## src/rtl/iawf_pkg.sv

```systemverilog
// ----------------------------------------------------------------------------
// iawf_pkg
// Shared types, codes and widths for the integer alu with flags.
// ----------------------------------------------------------------------------
`default_nettype none

package iawf_pkg;

  localparam int unsigned DATA_W  = 64;
  localparam int unsigned HALF_W  = 32;
  localparam int unsigned FLAGS_W = 4;
  localparam int unsigned IN_W    = 160;
  localparam int unsigned OUT_W   = 72;

  typedef enum logic [4:0] {
    FN_AND    = 5'd0,
    FN_BIC    = 5'd1,
    FN_ORR    = 5'd2,
    FN_ORN    = 5'd3,
    FN_EOR    = 5'd4,
    FN_EON    = 5'd5,
    FN_ADDSH  = 5'd6,
    FN_SUBSH  = 5'd7,
    FN_ADDEXT = 5'd8,
    FN_SUBEXT = 5'd9,
    FN_ADC    = 5'd10,
    FN_SBC    = 5'd11,
    FN_CCMN   = 5'd12,
    FN_CCMP   = 5'd13,
    FN_CSEL   = 5'd14,
    FN_CSINC  = 5'd15,
    FN_CSINV  = 5'd16,
    FN_CSNEG  = 5'd17
  } func_t;

  // shift kinds
  localparam logic [1:0] SH_LSL = 2'd0;
  localparam logic [1:0] SH_LSR = 2'd1;
  localparam logic [1:0] SH_ASR = 2'd2;
  localparam logic [1:0] SH_ROR = 2'd3;

  // extend sizes (low two bits of extend_kind)
  localparam logic [1:0] EXT_B = 2'd0;
  localparam logic [1:0] EXT_H = 2'd1;
  localparam logic [1:0] EXT_W = 2'd2;
  localparam logic [1:0] EXT_X = 2'd3;

  // condition bases (condition code without its invert bit)
  localparam logic [2:0] CB_EQ = 3'd0;
  localparam logic [2:0] CB_CS = 3'd1;
  localparam logic [2:0] CB_MI = 3'd2;
  localparam logic [2:0] CB_VS = 3'd3;
  localparam logic [2:0] CB_HI = 3'd4;
  localparam logic [2:0] CB_GE = 3'd5;
  localparam logic [2:0] CB_GT = 3'd6;
  localparam logic [3:0] COND_NV = 4'd15;

  typedef struct packed {
    logic [4:0]        func;
    logic              is_64;
    logic              set_flags;
    logic [DATA_W-1:0] operand_a;
    logic [DATA_W-1:0] operand_b;
    logic [1:0]        shift_kind;
    logic [5:0]        shift_amount;
    logic [2:0]        extend_kind;
    logic [2:0]        extend_shift;
    logic [3:0]        condition;
    logic [3:0]        nzcv_immediate;
  } item_t;

  typedef struct packed {
    logic [DATA_W-1:0]  result;
    logic               result_valid;
    logic [FLAGS_W-1:0] flags;
  } res_t;

endpackage

`default_nettype wire

```

## src/rtl/iawf_operand.sv

```systemverilog
// ----------------------------------------------------------------------------
// iawf_operand
// Second operand preparation: barrel shift and extend-then-shift forms.
// ----------------------------------------------------------------------------
`default_nettype none

module iawf_operand
  import iawf_pkg::*;
(
  input  wire logic [DATA_W-1:0] operand_b,
  input  wire logic              is_64,
  input  wire logic [1:0]        shift_kind,
  input  wire logic [5:0]        shift_amount,
  input  wire logic [2:0]        extend_kind,
  input  wire logic [2:0]        extend_shift,
  output logic      [DATA_W-1:0] shifted,
  output logic      [DATA_W-1:0] extended
);

  logic [HALF_W-1:0]   v32;
  logic [4:0]          amt32;
  logic [HALF_W-1:0]   r32;
  logic [DATA_W-1:0]   r64;
  logic [2*HALF_W-1:0] rot32;
  logic [2*DATA_W-1:0] rot64;
  logic [DATA_W-1:0]   ext;

  // 32-bit and 64-bit shifters side by side, width picks one
  always_comb begin
    v32   = operand_b[HALF_W-1:0];
    amt32 = shift_amount[4:0];
    rot32 = {v32, v32} >> amt32;
    rot64 = {operand_b, operand_b} >> shift_amount;
    case (shift_kind)
      SH_LSL: begin
        r32 = v32 << amt32;
        r64 = operand_b << shift_amount;
      end
      SH_LSR: begin
        r32 = v32 >> amt32;
        r64 = operand_b >> shift_amount;
      end
      SH_ASR: begin
        r32 = HALF_W'($signed(v32) >>> amt32);
        r64 = DATA_W'($signed(operand_b) >>> shift_amount);
      end
      default: begin
        r32 = rot32[HALF_W-1:0];
        r64 = rot64[DATA_W-1:0];
      end
    endcase
    shifted = is_64 ? r64 : {{(DATA_W-HALF_W){1'b0}}, r32};
  end

  always_comb begin
    case (extend_kind[1:0])
      EXT_B:   ext = extend_kind[2] ? {{(DATA_W-8){operand_b[7]}}, operand_b[7:0]}
                                    : {{(DATA_W-8){1'b0}}, operand_b[7:0]};
      EXT_H:   ext = extend_kind[2] ? {{(DATA_W-16){operand_b[15]}}, operand_b[15:0]}
                                    : {{(DATA_W-16){1'b0}}, operand_b[15:0]};
      EXT_W:   ext = extend_kind[2] ? {{(DATA_W-32){operand_b[31]}}, operand_b[31:0]}
                                    : {{(DATA_W-32){1'b0}}, operand_b[31:0]};
      default: ext = operand_b;
    endcase
    extended = ext << extend_shift;
  end

endmodule

`default_nettype wire

```

## src/rtl/iawf_exec.sv

```systemverilog
// ----------------------------------------------------------------------------
// iawf_exec
// Execute logic: adder with flags, logical unit, condition test and selects.
// ----------------------------------------------------------------------------
`default_nettype none

module iawf_exec
  import iawf_pkg::*;
(
  input  wire item_t               item,
  input  wire logic [FLAGS_W-1:0]  flags,
  input  wire logic [DATA_W-1:0]   shifted,
  input  wire logic [DATA_W-1:0]   extended,
  output res_t                     res
);

  function automatic logic cond_holds(input logic [3:0] cond, input logic [FLAGS_W-1:0] fl);
    logic n, z, c, v, r;
    n = fl[3];
    z = fl[2];
    c = fl[1];
    v = fl[0];
    case (cond[3:1])
      CB_EQ:   r = z;
      CB_CS:   r = c;
      CB_MI:   r = n;
      CB_VS:   r = v;
      CB_HI:   r = c && !z;
      CB_GE:   r = (n == v);
      CB_GT:   r = (n == v) && !z;
      default: r = 1'b1;
    endcase
    if (cond[0] && cond != COND_NV) begin
      r = !r;
    end
    return r;
  endfunction

  logic [DATA_W-1:0] m;
  logic [DATA_W-1:0] b_sel;
  logic [DATA_W-1:0] op2;
  logic [DATA_W-1:0] a_m;
  logic [DATA_W-1:0] op2_m;
  logic [DATA_W:0]   sum;
  logic [DATA_W-1:0] add_res;
  logic [DATA_W-1:0] ov_vec;
  logic              is_sub;
  logic              cin;
  logic              carry;
  logic              ovf;
  logic [3:0]        add_flags;
  logic [DATA_W-1:0] lop;
  logic [DATA_W-1:0] log_res;
  logic [3:0]        log_flags;
  logic              cond_ok;
  logic [DATA_W-1:0] alt;
  logic [DATA_W-1:0] sel_res;
  func_t             fn;

  always_comb begin
    fn = func_t'(item.func);
    m  = item.is_64 ? {DATA_W{1'b1}} : {{(DATA_W-HALF_W){1'b0}}, {HALF_W{1'b1}}};

    // shared adder: add/sub forms, carry forms and conditional compares
    case (fn)
      FN_ADDSH, FN_SUBSH:   b_sel = shifted;
      FN_ADDEXT, FN_SUBEXT: b_sel = extended;
      default:              b_sel = item.operand_b;
    endcase
    is_sub  = (fn == FN_SUBSH) || (fn == FN_SUBEXT) || (fn == FN_SBC) || (fn == FN_CCMP);
    cin     = ((fn == FN_ADC) || (fn == FN_SBC)) ? flags[1] : is_sub;
    op2     = is_sub ? ~b_sel : b_sel;
    a_m     = item.operand_a & m;
    op2_m   = op2 & m;
    sum     = {1'b0, a_m} + {1'b0, op2_m} + {{DATA_W{1'b0}}, cin};
    add_res = sum[DATA_W-1:0] & m;
    carry   = item.is_64 ? sum[DATA_W] : sum[HALF_W];
    ov_vec  = ~(a_m ^ op2_m) & (a_m ^ add_res);
    ovf     = item.is_64 ? ov_vec[DATA_W-1] : ov_vec[HALF_W-1];
    add_flags = {item.is_64 ? add_res[DATA_W-1] : add_res[HALF_W-1],
                 add_res == '0, carry, ovf};

    // logical unit, odd codes invert the shifted operand
    lop = item.func[0] ? ~shifted : shifted;
    case (fn)
      FN_AND, FN_BIC: log_res = item.operand_a & lop;
      FN_ORR, FN_ORN: log_res = item.operand_a | lop;
      default:        log_res = item.operand_a ^ lop;
    endcase
    log_res   = log_res & m;
    log_flags = {item.is_64 ? log_res[DATA_W-1] : log_res[HALF_W-1], log_res == '0, 2'b00};

    cond_ok = cond_holds(item.condition, flags);
    alt     = ((fn == FN_CSINV) || (fn == FN_CSNEG)) ? ~item.operand_b : item.operand_b;
    if ((fn == FN_CSINC) || (fn == FN_CSNEG)) begin
      alt = alt + {{(DATA_W-1){1'b0}}, 1'b1};
    end
    sel_res = (cond_ok ? item.operand_a : alt) & m;

    res.result       = '0;
    res.result_valid = 1'b0;
    res.flags        = flags;
    case (fn)
      FN_AND, FN_BIC: begin
        res.result       = log_res;
        res.result_valid = 1'b1;
        if (item.set_flags) begin
          res.flags = log_flags;
        end
      end
      FN_ORR, FN_ORN, FN_EOR, FN_EON: begin
        res.result       = log_res;
        res.result_valid = 1'b1;
      end
      FN_ADDSH, FN_SUBSH, FN_ADDEXT, FN_SUBEXT, FN_ADC, FN_SBC: begin
        res.result       = add_res;
        res.result_valid = 1'b1;
        if (item.set_flags) begin
          res.flags = add_flags;
        end
      end
      FN_CCMN, FN_CCMP: begin
        // failed condition loads the immediate flags
        res.flags = cond_ok ? add_flags : item.nzcv_immediate;
      end
      FN_CSEL, FN_CSINC, FN_CSINV, FN_CSNEG: begin
        res.result       = sel_res;
        res.result_valid = 1'b1;
      end
      default: begin
        res.result = '0;
      end
    endcase
  end

endmodule

`default_nettype wire

```

## src/rtl/integer_alu_with_flags_core.sv

```systemverilog
// ----------------------------------------------------------------------------
// integer_alu_with_flags_core
// Integer data-processing unit with shifted/extended operands and NZCV flags.
// ----------------------------------------------------------------------------
// One instruction per transfer, one transfer per cycle sustained while the
// output side is not stalled. An item is captured in an input register,
// executed in a single combinational pass and moves into the result register
// when the output side can advance. The result is presented from the result
// register and transfers out when m_tready is high. The NZCV register is
// written as an item moves into the result register, so the next item sees
// the updated flags with no bubble. While a result waits, the input side
// takes at most one more transfer, into an empty input register, and then
// holds s_tready low until the result drains.
`default_nettype none

module integer_alu_with_flags_core
  import iawf_pkg::*;
(
  input  wire logic             clk,
  input  wire logic             rst,
  input  wire logic             s_tvalid,
  output logic                  s_tready,
  // func[4:0], is_64[5], set_flags[6], operand_a[70:7], operand_b[134:71],
  // shift_kind[136:135], shift_amount[142:137], extend_kind[145:143],
  // extend_shift[148:146], condition[152:149], nzcv_immediate[156:153]
  input  wire logic [IN_W-1:0]  s_tdata,
  output logic                  m_tvalid,
  input  wire logic             m_tready,
  // result[63:0], flags_out[67:64]
  output logic      [OUT_W-1:0] m_tdata,
  // result_valid[0]
  output logic                  m_tuser
);

  item_t              item;
  logic               item_valid;
  logic [FLAGS_W-1:0] nzcv_flags;
  res_t               out_res;
  res_t               exec_res;
  logic [DATA_W-1:0]  shifted;
  logic [DATA_W-1:0]  extended;
  logic               advance;

  assign advance  = !m_tvalid || m_tready;
  assign s_tready = !item_valid || advance;

  always_ff @(posedge clk) begin
    if (rst) begin
      item_valid <= 1'b0;
    end else if (s_tready) begin
      item_valid <= s_tvalid;
    end
  end

  always_ff @(posedge clk) begin
    if (s_tready && s_tvalid) begin
      item.func           <= s_tdata[4:0];
      item.is_64          <= s_tdata[5];
      item.set_flags      <= s_tdata[6];
      item.operand_a      <= s_tdata[70:7];
      item.operand_b      <= s_tdata[134:71];
      item.shift_kind     <= s_tdata[136:135];
      item.shift_amount   <= s_tdata[142:137];
      item.extend_kind    <= s_tdata[145:143];
      item.extend_shift   <= s_tdata[148:146];
      item.condition      <= s_tdata[152:149];
      item.nzcv_immediate <= s_tdata[156:153];
    end
  end

  iawf_operand u_operand (
    .operand_b    (item.operand_b),
    .is_64        (item.is_64),
    .shift_kind   (item.shift_kind),
    .shift_amount (item.shift_amount),
    .extend_kind  (item.extend_kind),
    .extend_shift (item.extend_shift),
    .shifted      (shifted),
    .extended     (extended)
  );

  iawf_exec u_exec (
    .item     (item),
    .flags    (nzcv_flags),
    .shifted  (shifted),
    .extended (extended),
    .res      (exec_res)
  );

  // flags commit together with the result register
  always_ff @(posedge clk) begin
    if (rst) begin
      m_tvalid   <= 1'b0;
      nzcv_flags <= '0;
    end else if (advance) begin
      m_tvalid <= item_valid;
      if (item_valid) begin
        nzcv_flags <= exec_res.flags;
      end
    end
  end

  always_ff @(posedge clk) begin
    if (advance && item_valid) begin
      out_res <= exec_res;
    end
  end

  assign m_tdata = {{(OUT_W-DATA_W-FLAGS_W){1'b0}}, out_res.flags, out_res.result};
  assign m_tuser = out_res.result_valid;

endmodule

`default_nettype wire
```

## config.mk

```make
export PLATFORM = sky130hd
export DESIGN_NAME = integer_alu_with_flags_core
export DESIGN_NICKNAME = d
export VERILOG_FILES = /design/src/rtl/iawf_pkg.sv /design/src/rtl/iawf_operand.sv /design/src/rtl/iawf_exec.sv /design/src/rtl/integer_alu_with_flags_core.sv
export SDC_FILE = /design/constraint.sdc
export NUM_CORES = 2
export LEC_CHECK = 0
export ABC_AREA = 1
export BUFFER_PORTS_ARGS = -buffer_cell sky130_fd_sc_hd__buf_2
export CORE_MARGIN = 3
export CORE_UTILIZATION = 45
export CTS_CLUSTER_DIAMETER = 80
export CTS_CLUSTER_SIZE = 16
export DETAILED_ROUTE_END_ITERATION = 12
export PLACE_DENSITY = 0.71
export SETUP_SLACK_MARGIN = 0.3
export SYNTH_ARGS = -nofsm -noshare
export SYNTH_HDL_FRONTEND = slang
export SYNTH_SLANG_ARGS = --single-unit
export TNS_END_PERCENT = 50
```

## constraint.sdc

```tcl
create_clock -name clk -period 6.4 [get_ports clk]
set_input_delay 0.64 -clock clk [delete_from_list [all_inputs] [get_ports clk]]
set_output_delay 0.64 -clock clk [all_outputs]
set_load 0.01 [all_outputs]
```

==> metrics <==
status=completed; crit path DAT=6.58 ns; final setup fails=0; layout-stage area growth over the synthesis result=35.0%; via count of the first global-routing pass=45600; Slew HR=21.9%; die footprint=85400 um2; synthesized netlist cell count=6305; maximum number of pins on one net before global-route repair=134; CP max stage cell=edfxtp_1; part of the Yosys area used for sequential elements=18.7%; ys flop type=edfxtp_1; number of levels in the clock H-tree=1; cell count of the worst hold path=1; worst min-delay path startpoint=s_tdata[39]; Min Clock Period, post-route=6.05 ns; transition time at the pin with the least slew margin=1.17 ns; Final period util=94.5%; Detail Route Antenna Nets=0; routed wire length=212 mm; Max Transition Viols Final=0; total clock sinks=232; areal power density over the cells=166 nW/um2; first-pass GRT wire length=296 mm; fraction of synthesis flops using an asynchronous set or reset pin=0%; count of distinct cell types in the synthesized netlist=65; TritonCTS clock tree=done; unrepaired setup endpoints after global routing=true; WS Path Type=reg -> reg; initial core utilization=45.6%; drt via density=5.94; first-pass iteration count of the detailed router=11; DRC Markers=0; Met3 Wirelength=26.4 mm; yosys synthesis warning count=0; aggregate global-route resource usage=46.9%; top sig layer=met5; dpl hpwl=172 mm; Worst-path clk slew=0.08 ns; maximum cell stage delay along the critical path=0.47 ns; share of cells above drive strength 1=27.7%; Worst Reg-to-Reg Cells=48; number of buffers inserted during clock tree synthesis=21; flop2flop setup slack=0.35 ns; peak supply drop=242 uV; number of port buffers=231; clock latency on the worst-skew pair=0.59 ns; worst clock skew on the final layout=0.0207 ns; total number of vias=50000; synthesized area=36900 um2; terminating pin of the worst hold path=item[118]; drt wl/cell=25.2 um; final hold violations=0; Iter 0 DRT Violations=6183; worst hold path class=in -> reg; # nets final=7690; highest clock frequency the design can meet=165 MHz; Die H=292 um; Row Count=104; final RePlAce weighted congestion=1.12; core area=80800 um2; launch instance of the worst register-to-register path=item[14]; worst slack on hold paths=0.216 ns; kind of end point of the critical path=flip-flop; Routed met1 length=74.1 mm; grt ovf=0; MaxCap Viol Count=0; maximum fanout encountered on the critical timing path=17; synthesis-stage register bit count=232; maximum count of clock buffers along a single path=3; Critical Path Source Type=flip-flop; leakage power total=24.8 nW; most frequent cell on the critical path=nand2_1; antenna violations before repair=20; cts-stage hold buffer count=0; post-route setup TNS=0 ns; required time at the endpoint of the critical path=6.93 ns; Post-synth EDFFs=226; routed length on met2=89.7 mm; Top Ports=239; synthesized area per cell=5.85 um2; root buf cell=clkbuf_16; Reg-to-Reg End=nzcv_flags[2]; x dimension of the die=292 um
==> registers in the layout, summed over array words and instances (netlist names) <==
signal,flops
m_tvalid,1
nzcv_flags,4
m_tuser,1
item_valid,1
item,157
m_tdata,68
==> synth_stat cells, types with 14 or more instances <==
library cell | n | area, um2
a21oi_1 | 349 | 1750
a31oi_1 | 18 | 113
buf_1 | 98 | 368
buf_2 | 35 | 175
clkbuf_1 | 222 | 833
edfxtp_1 | 226 | 6790
ha_1 | 191 | 2390
inv_1 | 762 | 2860
mux2i_1 | 56 | 561
nand2_1 | 2114 | 7940
nand3_1 | 304 | 1520
nand3b_1 | 27 | 203
nand4_1 | 72 | 450
nor2_1 | 381 | 1430
nor3_1 | 41 | 205
o211ai_1 | 90 | 676
o21a_1 | 15 | 113
o21ai_0 | 746 | 3730
o21ai_1 | 33 | 165
o221a_2 | 46 | 518
o221ai_1 | 102 | 893
o22ai_1 | 14 | 87.6
or2_2 | 35 | 219
xnor2_1 | 18 | 158
xor2_1 | 140 | 1230
==> stage by stage <==
step / instances / area (um2) / total power, mW / setup WS (ns) / util [%]
3_5_place_dp: 8321 / 46500 / 6.40 / -0.129 / 57.6
6_report: 8412 / 49800 / 8.24 / 0.352 / 61.6
2_1_floorplan: 6308 / 36900 / 4.05 / 1.77 / -
5_1_grt: 8408 / 49800 / 8.61 / 0.00830 / 61.6
4_1_cts: 8362 / 47600 / 7.71 / 0.303 / 58.9
3_3_place_gp: 8321 / 46500 / 6.34 / -0.0529 / 57.6
==> area by class of cell <==
class                           instances  area [um2]
Clock buffer                           26         544
Sequential cell                       232        6910
Inverter                              781        2940
Timing Repair Buffer                 1371       10300
Tap cell                             1060        1330
Antenna cell                            9        22.5
Clock inverter                          7        81.3
Fill cell                            7847       31000
Multi-Input combinational cell       4926       27600
==> where the power goes <==
part           switching [mW]  internal, mW  total (mW)
combinational            3.11          1.98        5.09
sequential              0.112          1.79        1.90
clock                   0.631         0.616        1.25
==> how the worst max path moves through the flow <==
stage / from / to / slack (ns) / cells past startpoint
detailed placement: item[14] / nzcv_flags[2] / -0.13 / 43
CTS: item[14] / nzcv_flags[2] / 0.30 / 42
global placement: item[14] / nzcv_flags[2] / -0.05 / 43
global route: item[14] / nzcv_flags[2] / 0.008 / 52
floorplan: item[14] / nzcv_flags[2] / 1.77 / 42
finish: item[14] / nzcv_flags[2] / 0.35 / 48
==> timing repair <==
item,CTS,global route
gates resized for setup,117,665
gates cloned,1,4
endpoints found under the setup margin,8,39
setup buffers,7,37
pin swaps,10,110
==> critical path, delay by kind of cell (launching register included) <==
kind,cells,cell delay (ns)
DFF,1,0.47
AOI/OAI and AO/OA,7,0.84
buffers and inverters,12,1.63
and+or+nand+nor,28,2.68
adders and majority gates,1,0.31
==> layer usage <==
metal / up-vias / track usage [%]
li1: 22900 / -
met1: 22800 / 55.5
met2: 3425 / 72.7
met3: 842 / 11.7
met4: 8 / 36.9
met5: - / 0.333
==> logic make-up after synthesis <==
family | share of synthesized area, %
flip-flops | 18.7
XOR/XNOR | 4.11
multiplexers | 1.52
buffers and inverters | 12.1
other | 0.0102
adder cells (fa/ha/maj) | 6.59
AND/OR/NAND/NOR | 33.8
AO/OA/AOI/OAI | 23.1
==> placed cells by master, fill, tap and decap left out, types with 90 or more instances in the layout <==
| cell | synthesis | routed |
|---|---|---|
| nor2_1 | 381 | 311 |
| o211ai_1 | 90 | 90 |
| o21ai_0 | 746 | 518 |
| nand2_1 | 2114 | 1957 |
| buf_4 | 6 | 1082 |
| xor2_1 | 140 | 139 |
| o21ai_1 | 33 | 175 |
| nand3_1 | 304 | 273 |
| inv_1 | 762 | 742 |
| o221ai_1 | 102 | 102 |
| ha_1 | 191 | 168 |
| nand2_2 | 3 | 147 |
| a21oi_1 | 349 | 288 |
| buf_2 | 35 | 231 |
| edfxtp_1 | 226 | 226 |
Power figures use the tool's default switching activity.
